<file path="src/rtl/wer_pkg.sv">
// shared types, constants and helpers for the write entry ring with offset lookup
`default_nettype none

package wer_pkg;

  localparam int ENTRIES     = 16;
  localparam int SIZE_BITS   = 16;
  localparam int HANDLE_BITS = 32;

  localparam int PTR_BITS    = $clog2(ENTRIES);
  localparam int OFFSET_BITS = 20;
  localparam int SUM_BITS    = SIZE_BITS + PTR_BITS;
  localparam int CMP_BITS    = ((SUM_BITS > OFFSET_BITS) ? SUM_BITS : OFFSET_BITS) + 1;

  localparam int QUEUE_DEPTH = 2;
  localparam int QPTR_BITS   = $clog2(QUEUE_DEPTH);
  localparam int QCNT_BITS   = $clog2(QUEUE_DEPTH + 1);

  localparam logic OP_ADD  = 1'b0;
  localparam logic OP_FIND = 1'b1;

  typedef struct packed {
    logic        operation;
    logic [31:0] entry_handle;
    logic [15:0] entry_size;
    logic [19:0] char_pos;
  } req_t;

  typedef struct packed {
    logic        found;
    logic [3:0]  slot_index;
    logic [15:0] byte_offset;
    logic [31:0] found_handle;
    logic        evicted;
    logic [31:0] evicted_handle;
  } res_t;

  // classified command handed from the front to the back
  typedef struct packed {
    logic                   is_find;
    logic [HANDLE_BITS-1:0] handle;
    logic [SIZE_BITS-1:0]   size;
    logic [OFFSET_BITS-1:0] offset;
  } cmd_t;

  typedef enum logic {
    ST_IDLE,
    ST_WALK
  } state_t;

  function automatic logic [PTR_BITS-1:0] next_slot(input logic [PTR_BITS-1:0] p);
    logic [PTR_BITS-1:0] n;
    n = (p == PTR_BITS'(ENTRIES - 1)) ? '0 : PTR_BITS'(p + 1'b1);
    return n;
  endfunction

endpackage

`default_nettype wire

</file>
<file path="src/rtl/wer_front.sv">
// front: accepts request beats, classifies them and queues commands for the back
`default_nettype none

module wer_front (
  input  wire logic          clk,
  input  wire logic          rst,
  input  wire logic          start,
  input  wire wer_pkg::req_t request,
  output logic               busy,
  output logic               cmd_valid,
  output wer_pkg::cmd_t      cmd,
  input  wire logic          cmd_take
);

  wer_pkg::cmd_t                   q [wer_pkg::QUEUE_DEPTH];
  logic [wer_pkg::QPTR_BITS-1:0]   wr_ptr;
  logic [wer_pkg::QPTR_BITS-1:0]   rd_ptr;
  logic [wer_pkg::QCNT_BITS-1:0]   count;
  logic                            push;
  logic                            pop;
  wer_pkg::cmd_t                   in_cmd;

  assign busy      = (count == wer_pkg::QCNT_BITS'(wer_pkg::QUEUE_DEPTH));
  assign cmd_valid = (count != '0);
  assign cmd       = q[rd_ptr];
  assign push      = start && !busy;
  assign pop       = cmd_take && cmd_valid;

  // classify the beat and cast it to the stored widths
  always_comb begin
    in_cmd.is_find = (request.operation == wer_pkg::OP_FIND);
    in_cmd.handle  = wer_pkg::HANDLE_BITS'(request.entry_handle);
    in_cmd.size    = wer_pkg::SIZE_BITS'(request.entry_size);
    in_cmd.offset  = request.char_pos;
  end

  always_ff @(posedge clk) begin
    if (push) begin
      q[wr_ptr] <= in_cmd;
    end
  end

  always_ff @(posedge clk) begin
    if (rst) begin
      wr_ptr <= '0;
      rd_ptr <= '0;
      count  <= '0;
    end else begin
      if (push) begin
        wr_ptr <= (wr_ptr == wer_pkg::QPTR_BITS'(wer_pkg::QUEUE_DEPTH - 1)) ?
                  '0 : wer_pkg::QPTR_BITS'(wr_ptr + 1'b1);
      end
      if (pop) begin
        rd_ptr <= (rd_ptr == wer_pkg::QPTR_BITS'(wer_pkg::QUEUE_DEPTH - 1)) ?
                  '0 : wer_pkg::QPTR_BITS'(rd_ptr + 1'b1);
      end
      if (push && !pop) begin
        count <= wer_pkg::QCNT_BITS'(count + 1'b1);
      end else if (pop && !push) begin
        count <= wer_pkg::QCNT_BITS'(count - 1'b1);
      end
    end
  end

endmodule

`default_nettype wire

</file>
<file path="src/rtl/wer_back.sv">
// back: ring storage, add execution and the slot-by-slot find walk
`default_nettype none

module wer_back (
  input  wire logic          clk,
  input  wire logic          rst,
  input  wire logic          cmd_valid,
  input  wire wer_pkg::cmd_t cmd,
  output logic               cmd_take,
  output logic               done,
  output wer_pkg::res_t      result
);

  wer_pkg::state_t state, state_next;

  logic [wer_pkg::HANDLE_BITS-1:0] handles [wer_pkg::ENTRIES];
  logic [wer_pkg::SIZE_BITS-1:0]   sizes   [wer_pkg::ENTRIES];
  logic [wer_pkg::ENTRIES-1:0]     slot_valid;

  logic [wer_pkg::PTR_BITS-1:0]    write_pointer, write_pointer_next;
  logic [wer_pkg::PTR_BITS-1:0]    read_pointer, read_pointer_next;
  logic                            ring_full, ring_full_next;

  logic [wer_pkg::PTR_BITS-1:0]    walk_ptr, walk_ptr_next;
  logic [wer_pkg::PTR_BITS-1:0]    walk_cnt, walk_cnt_next;
  logic [wer_pkg::SUM_BITS-1:0]    sum, sum_next;
  logic [wer_pkg::OFFSET_BITS-1:0] offset, offset_next;

  logic                            done_next;
  wer_pkg::res_t                   result_next;

  logic                            wr_en;
  logic [wer_pkg::PTR_BITS-1:0]    rd_idx;
  logic [wer_pkg::HANDLE_BITS-1:0] rd_handle;
  logic [wer_pkg::SIZE_BITS-1:0]   rd_size;
  logic                            hit;

  // one read port: write slot while idle, walk slot while walking
  assign rd_idx    = (state == wer_pkg::ST_IDLE) ? write_pointer : walk_ptr;
  assign rd_handle = slot_valid[rd_idx] ? handles[rd_idx] : '0;
  assign rd_size   = slot_valid[rd_idx] ? sizes[rd_idx] : '0;
  assign hit       = (wer_pkg::CMP_BITS'(offset) <
                      wer_pkg::CMP_BITS'(sum) + wer_pkg::CMP_BITS'(rd_size));

  always_comb begin
    state_next         = state;
    write_pointer_next = write_pointer;
    read_pointer_next  = read_pointer;
    ring_full_next     = ring_full;
    walk_ptr_next      = walk_ptr;
    walk_cnt_next      = walk_cnt;
    sum_next           = sum;
    offset_next        = offset;
    done_next          = 1'b0;
    result_next        = '0;
    wr_en              = 1'b0;
    cmd_take           = 1'b0;
    unique case (state)
      wer_pkg::ST_IDLE: begin
        cmd_take = cmd_valid;
        if (cmd_valid) begin
          if (cmd.is_find) begin
            walk_ptr_next = read_pointer;
            walk_cnt_next = '0;
            sum_next      = '0;
            offset_next   = cmd.offset;
            state_next    = wer_pkg::ST_WALK;
          end else begin
            wr_en                      = 1'b1;
            done_next                  = 1'b1;
            result_next.evicted        = ring_full;
            result_next.evicted_handle = ring_full ? 32'(rd_handle) : '0;
            write_pointer_next         = wer_pkg::next_slot(write_pointer);
            if (ring_full) begin
              read_pointer_next = write_pointer_next;
            end else begin
              ring_full_next = (write_pointer_next == read_pointer);
            end
          end
        end
      end
      wer_pkg::ST_WALK: begin
        if (hit) begin
          done_next                = 1'b1;
          result_next.found        = 1'b1;
          result_next.slot_index   = 4'(walk_ptr);
          result_next.byte_offset  = 16'(wer_pkg::CMP_BITS'(offset) -
                                         wer_pkg::CMP_BITS'(sum));
          result_next.found_handle = 32'(rd_handle);
          state_next               = wer_pkg::ST_IDLE;
        end else begin
          sum_next      = wer_pkg::SUM_BITS'(sum + wer_pkg::SUM_BITS'(rd_size));
          walk_ptr_next = wer_pkg::next_slot(walk_ptr);
          walk_cnt_next = wer_pkg::PTR_BITS'(walk_cnt + 1'b1);
          if (walk_cnt == wer_pkg::PTR_BITS'(wer_pkg::ENTRIES - 1)) begin
            done_next  = 1'b1;
            state_next = wer_pkg::ST_IDLE;
          end
        end
      end
      default: begin
        state_next = wer_pkg::ST_IDLE;
      end
    endcase
  end

  always_ff @(posedge clk) begin
    if (rst) begin
      state <= wer_pkg::ST_IDLE;
    end else begin
      state <= state_next;
    end
  end

  always_ff @(posedge clk) begin
    if (rst) begin
      write_pointer <= '0;
      read_pointer  <= '0;
      ring_full     <= 1'b0;
      slot_valid    <= '0;
      done          <= 1'b0;
    end else begin
      write_pointer <= write_pointer_next;
      read_pointer  <= read_pointer_next;
      ring_full     <= ring_full_next;
      done          <= done_next;
      if (wr_en) begin
        slot_valid[write_pointer] <= 1'b1;
      end
    end
  end

  always_ff @(posedge clk) begin
    walk_ptr <= walk_ptr_next;
    walk_cnt <= walk_cnt_next;
    sum      <= sum_next;
    offset   <= offset_next;
    result   <= result_next;
    if (wr_en) begin
      handles[write_pointer] <= cmd.handle;
      sizes[write_pointer]   <= cmd.size;
    end
  end

endmodule

`default_nettype wire

</file>
<file path="src/rtl/write_entry_ring_with_offset_lookup_unit.sv">
// top level of the write entry ring with offset lookup
// add path: an accepted add beat is registered in the front queue, then the idle back registers its strobe
// a find beat walks the ring from the oldest slot up to its strobe, one ring slot examined per cycle
// throughput: the back executes one add per cycle while idle; a find holds it in the walk
// slot by slot over the size store until a hit or the last slot; a 2-entry queue absorbs beats meanwhile
// reset: pointers, full flag, slot valid bits and queue are cleared together, no sweep;
// start is honored the cycle after rst falls; results cannot be stalled by the receiver
`default_nettype none

module write_entry_ring_with_offset_lookup_unit (
  input  wire logic          clk,
  input  wire logic          rst,
  input  wire logic          start,
  input  wire wer_pkg::req_t request,
  output logic               busy,
  output logic               done,
  output wer_pkg::res_t      result
);

  // front to back command channel
  logic          cmd_valid;
  logic          cmd_take;
  wer_pkg::cmd_t cmd;

  // front: takes a beat whenever its queue has room, even while a find walks
  wer_front u_front (
    .clk       (clk),
    .rst       (rst),
    .start     (start),
    .request   (request),
    .busy      (busy),
    .cmd_valid (cmd_valid),
    .cmd       (cmd),
    .cmd_take  (cmd_take)
  );

  // back: owns the ring, pops a command only when idle, drives the result register
  wer_back u_back (
    .clk       (clk),
    .rst       (rst),
    .cmd_valid (cmd_valid),
    .cmd       (cmd),
    .cmd_take  (cmd_take),
    .done      (done),
    .result    (result)
  );

endmodule

`default_nettype wire

</file>
<file path="config.mk">
export PLATFORM = sky130hd
export DESIGN_NAME = write_entry_ring_with_offset_lookup_unit
export DESIGN_NICKNAME = d
export VERILOG_FILES = /design/src/rtl/wer_pkg.sv /design/src/rtl/wer_front.sv /design/src/rtl/wer_back.sv /design/src/rtl/write_entry_ring_with_offset_lookup_unit.sv
export SDC_FILE = /design/constraint.sdc
export NUM_CORES = 1
export LEC_CHECK = 0
export BUFFER_PORTS_ARGS = -buffer_cell sky130_fd_sc_hd__clkbuf_2
export CELL_PAD_IN_SITES_DETAIL_PLACEMENT = 1
export CELL_PAD_IN_SITES_GLOBAL_PLACEMENT = 2
export CORE_MARGIN = 2
export CORE_UTILIZATION = 50
export CTS_BUF_LIST = sky130_fd_sc_hd__clkbuf_4 sky130_fd_sc_hd__clkbuf_8 sky130_fd_sc_hd__clkbuf_16
export DETAILED_ROUTE_END_ITERATION = 8
export PLACE_DENSITY_LB_ADDON = 0.1
export SYNTH_ARGS = -nofsm -noshare
export SYNTH_HDL_FRONTEND = slang
export SYNTH_SLANG_ARGS = --single-unit
</file>
<file path="constraint.sdc">
create_clock -name clk -period 14.6 [get_ports clk]
set_clock_uncertainty 0.2 [all_clocks]
set_input_delay 1.46 -clock clk [delete_from_list [all_inputs] [get_ports clk]]
set_output_delay 1.46 -clock clk [all_outputs]
set_load 0.005 [all_outputs]
</file>
# After elaboration in Yosys (flattened, before gate mapping)
# Memories as Yosys holds them, arrays and structs flattened. A register that Yosys moved wholly into a read port is not among the register bits.
# Index checks and enable logic that the tools add are counted.
# word_totals
register_bits	165
ramBits	906
input_bits	72
output_inout_bits	88
wordCells	111
n_memories	3
# classes
add_sub_neg	10
n_lt_le_gt_ge	4
n_eq_ne	8
muxes	45
n_bitwise	5
n_reduce_logical	17
# mem_list
memory	words	width	read_ports	rd_clocked_by_memory_dff	wr	line	text
u_back.handles	16	32	1	0	1	wer_back.sv:16	logic [wer_pkg::HANDLE_BITS-1:0] handles [wer_pkg::ENTRIES];
u_back.sizes	16	16	1	0	1	wer_back.sv:17	logic [wer_pkg::SIZE_BITS-1:0] sizes [wer_pkg::ENTRIES];
u_front.q	2	69	1	1	1	wer_front.sv:15	wer_pkg::cmd_t q [wer_pkg::QUEUE_DEPTH];
# ops
cell	count
20-bit 2-to-1 mux	3
53-bit 2-to-1 mux	1
20-bit one-hot mux with 2 select lines	1
4-bit 2-to-1 mux	9
32-bit 2-to-1 mux	1
20-bit by 16-bit adder with 21-bit output	1
20-bit by 21-bit < comparator with 1-bit output	1
1-bit 2-to-1 mux	21
20-bit by 16-bit adder with 20-bit output	1
16-bit 2-to-1 mux	1
16-bit OR	1
4-bit one-hot mux with 2 select lines	2
16-bit subtractor	1
4-bit by 1-bit adder with 4-bit output (second input constant)	3
4-bit equality test (second input constant)	3
4-bit by 5-bit < comparator with 1-bit output (second input constant)	2
3-bit AND reduction	3
1-bit logical AND	5
1-bit binary-select mux with 4-bit select	1
1-bit demux with 4-bit select	1
4-bit equality test	1
4-bit by 1-bit greater-or-equal comparator with 1-bit output (second input constant)	1
2-bit 2-to-1 mux	2
2-bit inequality test (second input constant)	2
other kinds (13)	21

# Logic depth before layout (Yosys ltp)
# Gate-level depths: netlist of the first run.
# depth
depth_word	8
mapped_depth	28

# By module
# From an unflattened synthesis of the first run, not the netlist that was laid out.
# hier_totals
hier_cells	3163
hier_area_um2	42593.4
# by_module_without_submodules
mod	instances	cells_per_inst	area_per_inst_um2	seq_area_each_um2
wer_back	1	2923	37355.8	26765.7
wer_front	1	240	5237.5	4244.1

# Worst setup path before layout of the first run
# No wires, ideal clock.
# synth_timing
path_kind	register to register
start	reg u_back.state
end	reg, netlist name u_back.result[80]
setup_ns	0.059
arrival_ns	5.657
required_ns	14.341
slack_ns	8.685
stages_incl_launch_ff	26
cell_sequence	dfxtp_1 -> buf_6 -> mux2i_4 -> clkbuf_1 -> clkbuf_1 -> mux4_2 -> mux4_2 -> and2_1 -> ha_1 -> inv_1 -> fa_1 -> nor2b_1 -> o2111ai_1 -> a31oi_1 -> a41oi_1 -> o21ai_0 -> xnor2_1 -> ha_1 -> a2111o_1 -> o211ai_1 -> a21oi_1 -> or2_2 -> a2bb2oi_1 -> clkbuf_1 -> a221oi_1 -> o211a_1
# synth_between
elab_chain_cells	7
# synth_rtl
element	line	text
start: declaration	wer_back.sv:14	wer_pkg::state_t state, state_next;
start signal: assignment	wer_back.sv:109	state <= wer_pkg::ST_IDLE;
start signal: assignment	wer_back.sv:111	state <= state_next;
4-bit 2-to-1 mux	wer_back.sv:39	assign rd_idx = (state == wer_pkg::ST_IDLE) ? write_pointer : walk_ptr;
1-bit binary-select mux with 4-bit select	wer_back.sv:41	assign rd_size = slot_valid[rd_idx] ? sizes[rd_idx] : '0;
1-bit 2-to-1 mux (not written as such)	wer_back.sv:41	
16-bit 2-to-1 mux	wer_back.sv:41	
20-bit by 16-bit adder with 21-bit output	wer_back.sv:43	wer_pkg::CMP_BITS'(sum) + wer_pkg::CMP_BITS'(rd_size));
20-bit by 21-bit < comparator with 1-bit output	wer_back.sv:42	assign hit = (wer_pkg::CMP_BITS'(offset) <
2-bit AND reduction (no line) (*)	-	
# Every way passes the cells marked *; elsewhere a longest branch is shown, timed or not. The select of a mux whose other input is x is not followed.
# A chain may end at the register's enable or synchronous reset.

# Worst setup path in the final report of the first run
# layout_timing
start	reg u_back.state
end	reg, netlist name u_back.result[48]
# layout_between
elab_chain_cells	7
# layout_rtl
element	line
4-bit 2-to-1 mux	wer_back.sv:39
1-bit binary-select mux with 4-bit select	wer_back.sv:40, wer_back.sv:41
1-bit 2-to-1 mux (not written as such)	wer_back.sv:40, wer_back.sv:41
16-bit 2-to-1 mux	wer_back.sv:41
20-bit by 16-bit adder with 21-bit output	wer_back.sv:43
20-bit by 21-bit < comparator with 1-bit output	wer_back.sv:42
2-bit AND reduction (no line)	-
# Parallel ways exist; a longest one is shown, timed or not. The select of a mux whose other input is x is not followed.

==> impl_metrics.ini, run 1 <==
[critical_path]
path_class = flip-flop to flip-flop
crit_arrival_ps = 9060
r2r_start = u_back.state
critPathBufInv = 5
crit_path_frequent_cell = buf_4
cp_top_family = compound AO/OA/AOI/OAI gates
critPathRequiredTime_ps = 14990
r2r_end = u_back.result[48]
cp_slowest_cell = dfxtp_1
crit_fanout = 65
ff2ff_path_depth = 28
startpoint_type = flip-flop
endpoint_kind = flip-flop
cpPeakStageDelay_ps = 1010
rrSetupSlack_ps = 5930

[grt]
antenna_found_initial = 4
grt_usage = 0.235
grt_pass1_wl_mm = 148
grt_start_max_net_pins = 102
overflow = 0
first_global_vias = 22800

[sta]
slew_headroom = 0.187
postLayoutSetupSlackWorst_ps = 5930
fin_crit_ps = 8670
setup_violations = 0
hold_viol = 0
tns_ps = 0
worst_pin_slew_ps = 1220
whs_ps = 267
drv_slew = 0
grt_setup_unrepaired = false
post-route-period-util = 0.594
fmax_mhz = 115

[synth]
ys_top_cells_by_area = edfxtp_1 69%, mux4_2 11%, dfxtp_1 5.7%
ys_top_cells_by_count = 954 x edfxtp_1, 208 x mux4_2, 166 x nand2_1
ys_seq_elements = 1072
ys.flop_type = edfxtp_1
synth.most_common_cell = edfxtp_1
synthCells = 2222
syn-cell-area_um2 = 41600
syn_avg_cell_area_um2 = 18.7
synth_nets = 2353
synth_edf_count = 954
synth_top_area_frac = 0.688
yosysTopAreaCell = edfxtp_1
synth_seq_area_share = 0.745
yosys_warnings = 0
synth_cell_type_count = 59
synthArstFlopShare = 0

[placement]
gp_congestion = 0.810
placed_cell_area_um2 = 43800
dp_cells = 3390
portBuffers = 159
dp_slack_ps = 5910
post-dp-hpwl_mm = 54.0

[power_and_ir_drop]
sw_frac_of_total = 0.301
total_power_mw = 9.18
seqPwrFrac = 0.429
pwr-share-clk = 0.299
p_switching_mw = 2.76
irDropWorstVdd_mv = 0.234
power_leakage_nw = 16.5
powerDensity_nw_per_um2 = 194
combinationalPowerShare = 0.272
p_int_mw = 6.41

[cells_and_area]
n_antenna_cell = 0
fill_cells = 7220
final_area_um2 = 47300
area_delta_synth_final_pct = 13.7
drive_above_1_share = 0.275
finalNetCount = 2560
instances_no_fill = 3586
utilization = 0.575

[outcome]
status = completed

[min_path]
holdCritStartpoint = u_back.slot_valid[15]
min_path_cells = 2
hp-class = flip-flop to flip-flop
hold_end = u_back.slot_valid[15]

[detailed_routing]
wl_per_cell_um = 27.5
dr.first_iter.drc_count = 1520
first_pass_iters = 5
drc_errors = 0
antenna_left = 0
wirelength_mm = 98.5
via_per_inst = 5.89
vias = 21100

[die]
ios = 160
row_count = 105
chipHeight_um = 292
dieArea_um2 = 85600
dieWidth_um = 292
coreArea_um2 = 82200
start_util = 0.506

[clock_tree]
cts_made_buffers = 107
cts_tree = built
clk_pin_slew_worst_paths_ps = 60
clkLatencyLatePin_ps = 670
postCtsSetupBuffers = 0
ctsLongestPathBuffers = 3
clockRootBuffer = clkbuf_16
h-tree-depth = 3
hold_buffers = 0
cts_resized = 0
cts_sinks = 1072

[job]
max-cap-violations = 0
-- cell usage in the layout, fill, tap and decap left out, types with 19 or more instances in the layout --
cell type,count
edfxtp_1,954
mux4_2,208
nand2_1,166
clkbuf_2,159
dfxtp_1,117
clkbuf_16,109
nor2_1,96
mux2_2,72
and3_1,67
ha_1,57
and2_1,55
a31oi_1,40
buf_4,38
inv_1,31
a21oi_1,31
clkbuf_4,27
o21ai_0,25
clkinv_1,20
xor2_1,19
-- state kept, by name, indices dropped and copies added (netlist names), named ones only --
name	cells
u_back.handles	512
u_back.walk_cnt	4
u_front.count	2
u_back.sum	20
u_front.q	138
u_back.sizes	256
u_front.wr_ptr	1
u_back.offset	20
u_back.read_pointer	4
u_back.ring_full	1
u_back.done	1
u_back.write_pointer	4
u_front.rd_ptr	1
u_back.result	86
u_back.slot_valid	16
u_back.state	1
u_back.walk_ptr	4
-- worst reg2reg max path: cells and delay by family (launching register included) --
family	cells	cell delay (ps)
compound gates	11	2300
xor+xnor	1	180
fa+ha+maj	3	870
buf+inv	5	2060
flops	1	1010
mux	3	930
simple gates	5	1070
-- kinds of logic (layout without fill, tap and decap cells) --
kind of cell             count (synthesis)  count (layout)  synth area share
buffers and inverters                  133             427            0.0146
flip-flops                            1072            1072             0.745
AND/OR/NAND/NOR                        464             464            0.0523
AO/OA/AOI/OAI                          164             164            0.0262
XOR/XNOR                                36              36           0.00758
multiplexers                           294             294             0.136
adder cells (fa/ha/maj)                 59              59            0.0181
-- power by group through the flow --
stage / logic [mW] / registers [mW] / clock network (mW)
global route: 2.73 / 3.96 / 2.91
finish: 2.49 / 3.94 / 2.74
floorplan: 1.79 / 3.94 / 0
CTS: 2.54 / 3.94 / 2.80
global placement: 2.45 / 3.99 / 0
detailed placement: 2.53 / 4.00 / 0
-- area by class of cell --
class	count	area [um2]	area share
clock inverters	50	475	0.0100
flip-flops and latches	1072	31000	0.655
multi-input cells	1017	10200	0.215
clock buffers	146	3070	0.0648
well taps	1070	1340	0.0283
repair buffers	199	1120	0.0237
inverters	32	120	0.00254
-- per-layer routing --
| metal | global-route usage | share of wire |
|---|---|---|
| met3 | 0.0319 | 0.049 |
| met5 | 0 | 0 |
| met4 | 0.0589 | 0.019 |
| met2 | 0.382 | 0.49 |
| met1 | 0.339 | 0.44 |
-- worst max-delay path by stage --
stage	from	cells past startpoint	endpoint	slack, ps
2_1_floorplan	u_back.state	25	u_back.result[80]	8680
3_3_place_gp	u_back.state	28	u_back.result[59]	6150
3_5_place_dp	u_back.state	28	u_back.result[38]	5910
4_1_cts	u_back.state	28	u_back.result[38]	5870
5_1_grt	u_back.state	28	u_back.result[37]	5340
6_report	u_back.state	28	u_back.result[48]	5930
(Power assumes the default switching activity.)
==> run 2: changes to the inputs <==
--- a/config.mk
+++ b/config.mk
@@ -9,7 +9,7 @@
 export CELL_PAD_IN_SITES_DETAIL_PLACEMENT = 1
 export CELL_PAD_IN_SITES_GLOBAL_PLACEMENT = 2
 export CORE_MARGIN = 2
-export CORE_UTILIZATION = 50
+export CORE_UTILIZATION = 43
 export CTS_BUF_LIST = sky130_fd_sc_hd__clkbuf_4 sky130_fd_sc_hd__clkbuf_8 sky130_fd_sc_hd__clkbuf_16
 export DETAILED_ROUTE_END_ITERATION = 8
 export PLACE_DENSITY_LB_ADDON = 0.1
==> constraint.sdc (replaced) <==
create_clock -name clk -period 7.1 [get_ports clk]
set_clock_uncertainty 0.2 [all_clocks]
set_input_delay 0.71 -clock clk [delete_from_list [all_inputs] [get_ports clk]]
set_output_delay 0.71 -clock clk [all_outputs]
set_load 0.005 [all_outputs]
==> run 2 against run 1 <==
Hold slack got worse by 230 ps. Total power rose by 110%. Critical path depth fell by 9. Sequential cell count did not move. Sequential share of layout area fell by 2.0 points. Via count rose by 0.41%. Clock power rose by 120%. Maximum frequency rose by 33%. Cell count rose by 8.4%.
==> impl_metrics.ini, run 2 (synthesized netlist as in run 1, its figures left out) <==
[detailed_routing]
topRoutingLayerUsed = met4
via_per_inst = 5.46
vias = 21200
wl_met2_mm = 49.9
antenna_left = 0
wl_per_cell_um = 26.0
first_pass_iters = 5
met3WireLength_mm = 3.98
wirelength_mm = 101
dr.first_iter.drc_count = 1639
drc_errors = 0
wl_met1_mm = 45.6

[critical_path]
r2r_start = u_back.state
cpPeakStageDelay_ps = 670
endpoint_kind = flip-flop
cp_top_family = compound AO/OA/AOI/OAI gates
cp_slowest_cell = a31o_2
path_class = flip-flop to flip-flop
path_cells = mux2i_4 > buf_12 > buf_12 > mux4_2 > mux4_2 > and2_1 > ha_1 > nand4_1 > nor2_1 > a32oi_1 > o21a_1 > or3_1 > and2_1 > ha_1 > nand4_1 > a211o_1 > a41oi_1 > or2_2 > a31o_2
crit_fanout = 29
crit_arrival_ps = 6620
critPathRequiredTime_ps = 7210
startpoint_type = flip-flop
cp-startpoint = u_back.state
critPathBufInv = 2

[sta]
hold_viol = 0
fin_crit_ps = 6520
slew_headroom = 0.261
tns_ps = 0
setup_violations = 0
worst_pin_slew_ps = 1100
post-route-period-util = 0.918
fmax_mhz = 153
drv_slew = 0
grt_setup_unrepaired = false

[cells_and_area]
finalNetCount = 2643
fill_cells = 8775
largest_register = u_back.handles
drive_above_1_share = 0.279
area_delta_synth_final_pct = 17.3
final_cell_mix = 954 x edfxtp_1, 208 x mux4_2, 166 x nand2_1
utilization = 0.507
n_antenna_cell = 0
layout_commonest_cell = edfxtp_1
largest_reg_flops = 512
reg_top3 = u_back.handles x512, u_back.sizes x256, u_front.q x138

[clock_tree]
clockRootBuffer = clkbuf_16
h-tree-depth = 3
cts_tree = built
cts_made_buffers = 111
clk_pin_slew_worst_paths_ps = 60
clkLatencyLatePin_ps = 690
ctsLongestPathBuffers = 3
cts_sinks = 1072

[grt]
antenna_found_initial = 3
first_global_vias = 23000
grt_usage = 0.207
overflow = 0
grt_pass1_wl_mm = 151
grt_start_max_net_pins = 65

[power_and_ir_drop]
powerDensity_nw_per_um2 = 398
irDropWorstVdd_mv = 0.251
power_leakage_nw = 17.0

[die]
start_util = 0.432
row_count = 114
coreArea_um2 = 96300
dieWidth_um = 315
ios = 160
chipHeight_um = 315
dieArea_um2 = 99300

[placement]
post-dp-hpwl_mm = 55.6
portBuffers = 159
gp_congestion = 0.803

[outcome]
status = completed

[min_path]
holdCritStartpoint = request[7]
hp-class = input pin to flip-flop

[job]
max-cap-violations = 0
run 2: cell count changes in the layout (fill, tap and decap cells not counted), sizes merged:
cell         previous run  this run
buf                    40        61
bufinv                  8        13
clkbuf                305       313
clkinv                 39        38
clkinvlp                2         6
dlygate4sd3             0        58
run 2: final cells by class:
class / count / area [um2] / area share
multi-input combinational: 1017 / 10200 / 0.208
clock inverter: 58 / 686 / 0.0140
sequential: 1072 / 31000 / 0.635
timing repair buffer: 278 / 1970 / 0.0404
clock buffer: 154 / 3260 / 0.0668
tap: 1276 / 1600 / 0.0327
inverter: 32 / 120 / 0.00246
run 2: stage by stage:
| stage | cells | instance area [um2] | total power, mW | hold WS [ps] | setup slack, ps |
|---|---|---|---|---|---|
| finish | 3887 | 48800 | 19.5 | 38.6 | 583 |
| global route | 3887 | 48800 | 20.4 | 17.4 | 106 |
| CTS | 3887 | 48800 | 19.7 | 1.21 | 313 |
| detailed placement | 3617 | 44300 | 13.5 | 262 | 320 |
| global placement | 3617 | 44300 | 13.4 | 245 | 496 |
| floorplan | 2222 | 41600 | 11.8 | 232 | 1180 |
run 2: report_power, final:
| group | leakage, nW | internal [mW] | switching (mW) |
|---|---|---|---|
| registers | 9.61 | 7.82 | 0.276 |
| logic | 5.47 | 2.14 | 3.09 |
| clock network | 1.95 | 3.69 | 2.43 |
| total | 17.0 | 13.7 | 5.79 |
run 2: repair_timing:
item	CTS	global route
hold buffers	58	0
endpoints found under the hold margin	114	0
setup endpoints to repair	0	60
buffers inserted	0	0
gates resized for setup	0	1
run 2: final timing paths:
| kind | to | slack, ps | depth (start not counted) |
|---|---|---|---|
| worst max-delay path | u_back.sum[13] | 580 | 19 |
| worst min-delay path | u_front.q[1][7] | 40 | 1 |
| worst max register to register | u_back.sum[13] | 580 | 19 |
| worst min register to register | u_back.slot_valid[6] | 270 | 2 |
run 2: worst register-to-register path, stage by stage, from the launching register on:
cell     delay [ps]
dfxtp_2         480
mux2i_4         330
buf_12          250
buf_12          230
mux4_2          520
mux4_2          560
and2_1          200
ha_1            380
nand4_1         160
nor2_1          130
a32oi_1         190
o21a_1          280
or3_1           330
and2_1          180
ha_1            300
nand4_1          90
a211o_1         290
a41oi_1         240
or2_2           170
a31o_2          670
run 2: layer usage:
metal,up-vias,global-route usage
met5,-,0
li1,9367,-
met3,124,0.0281
met2,439,0.346
met1,11300,0.287
met4,0,0.0516
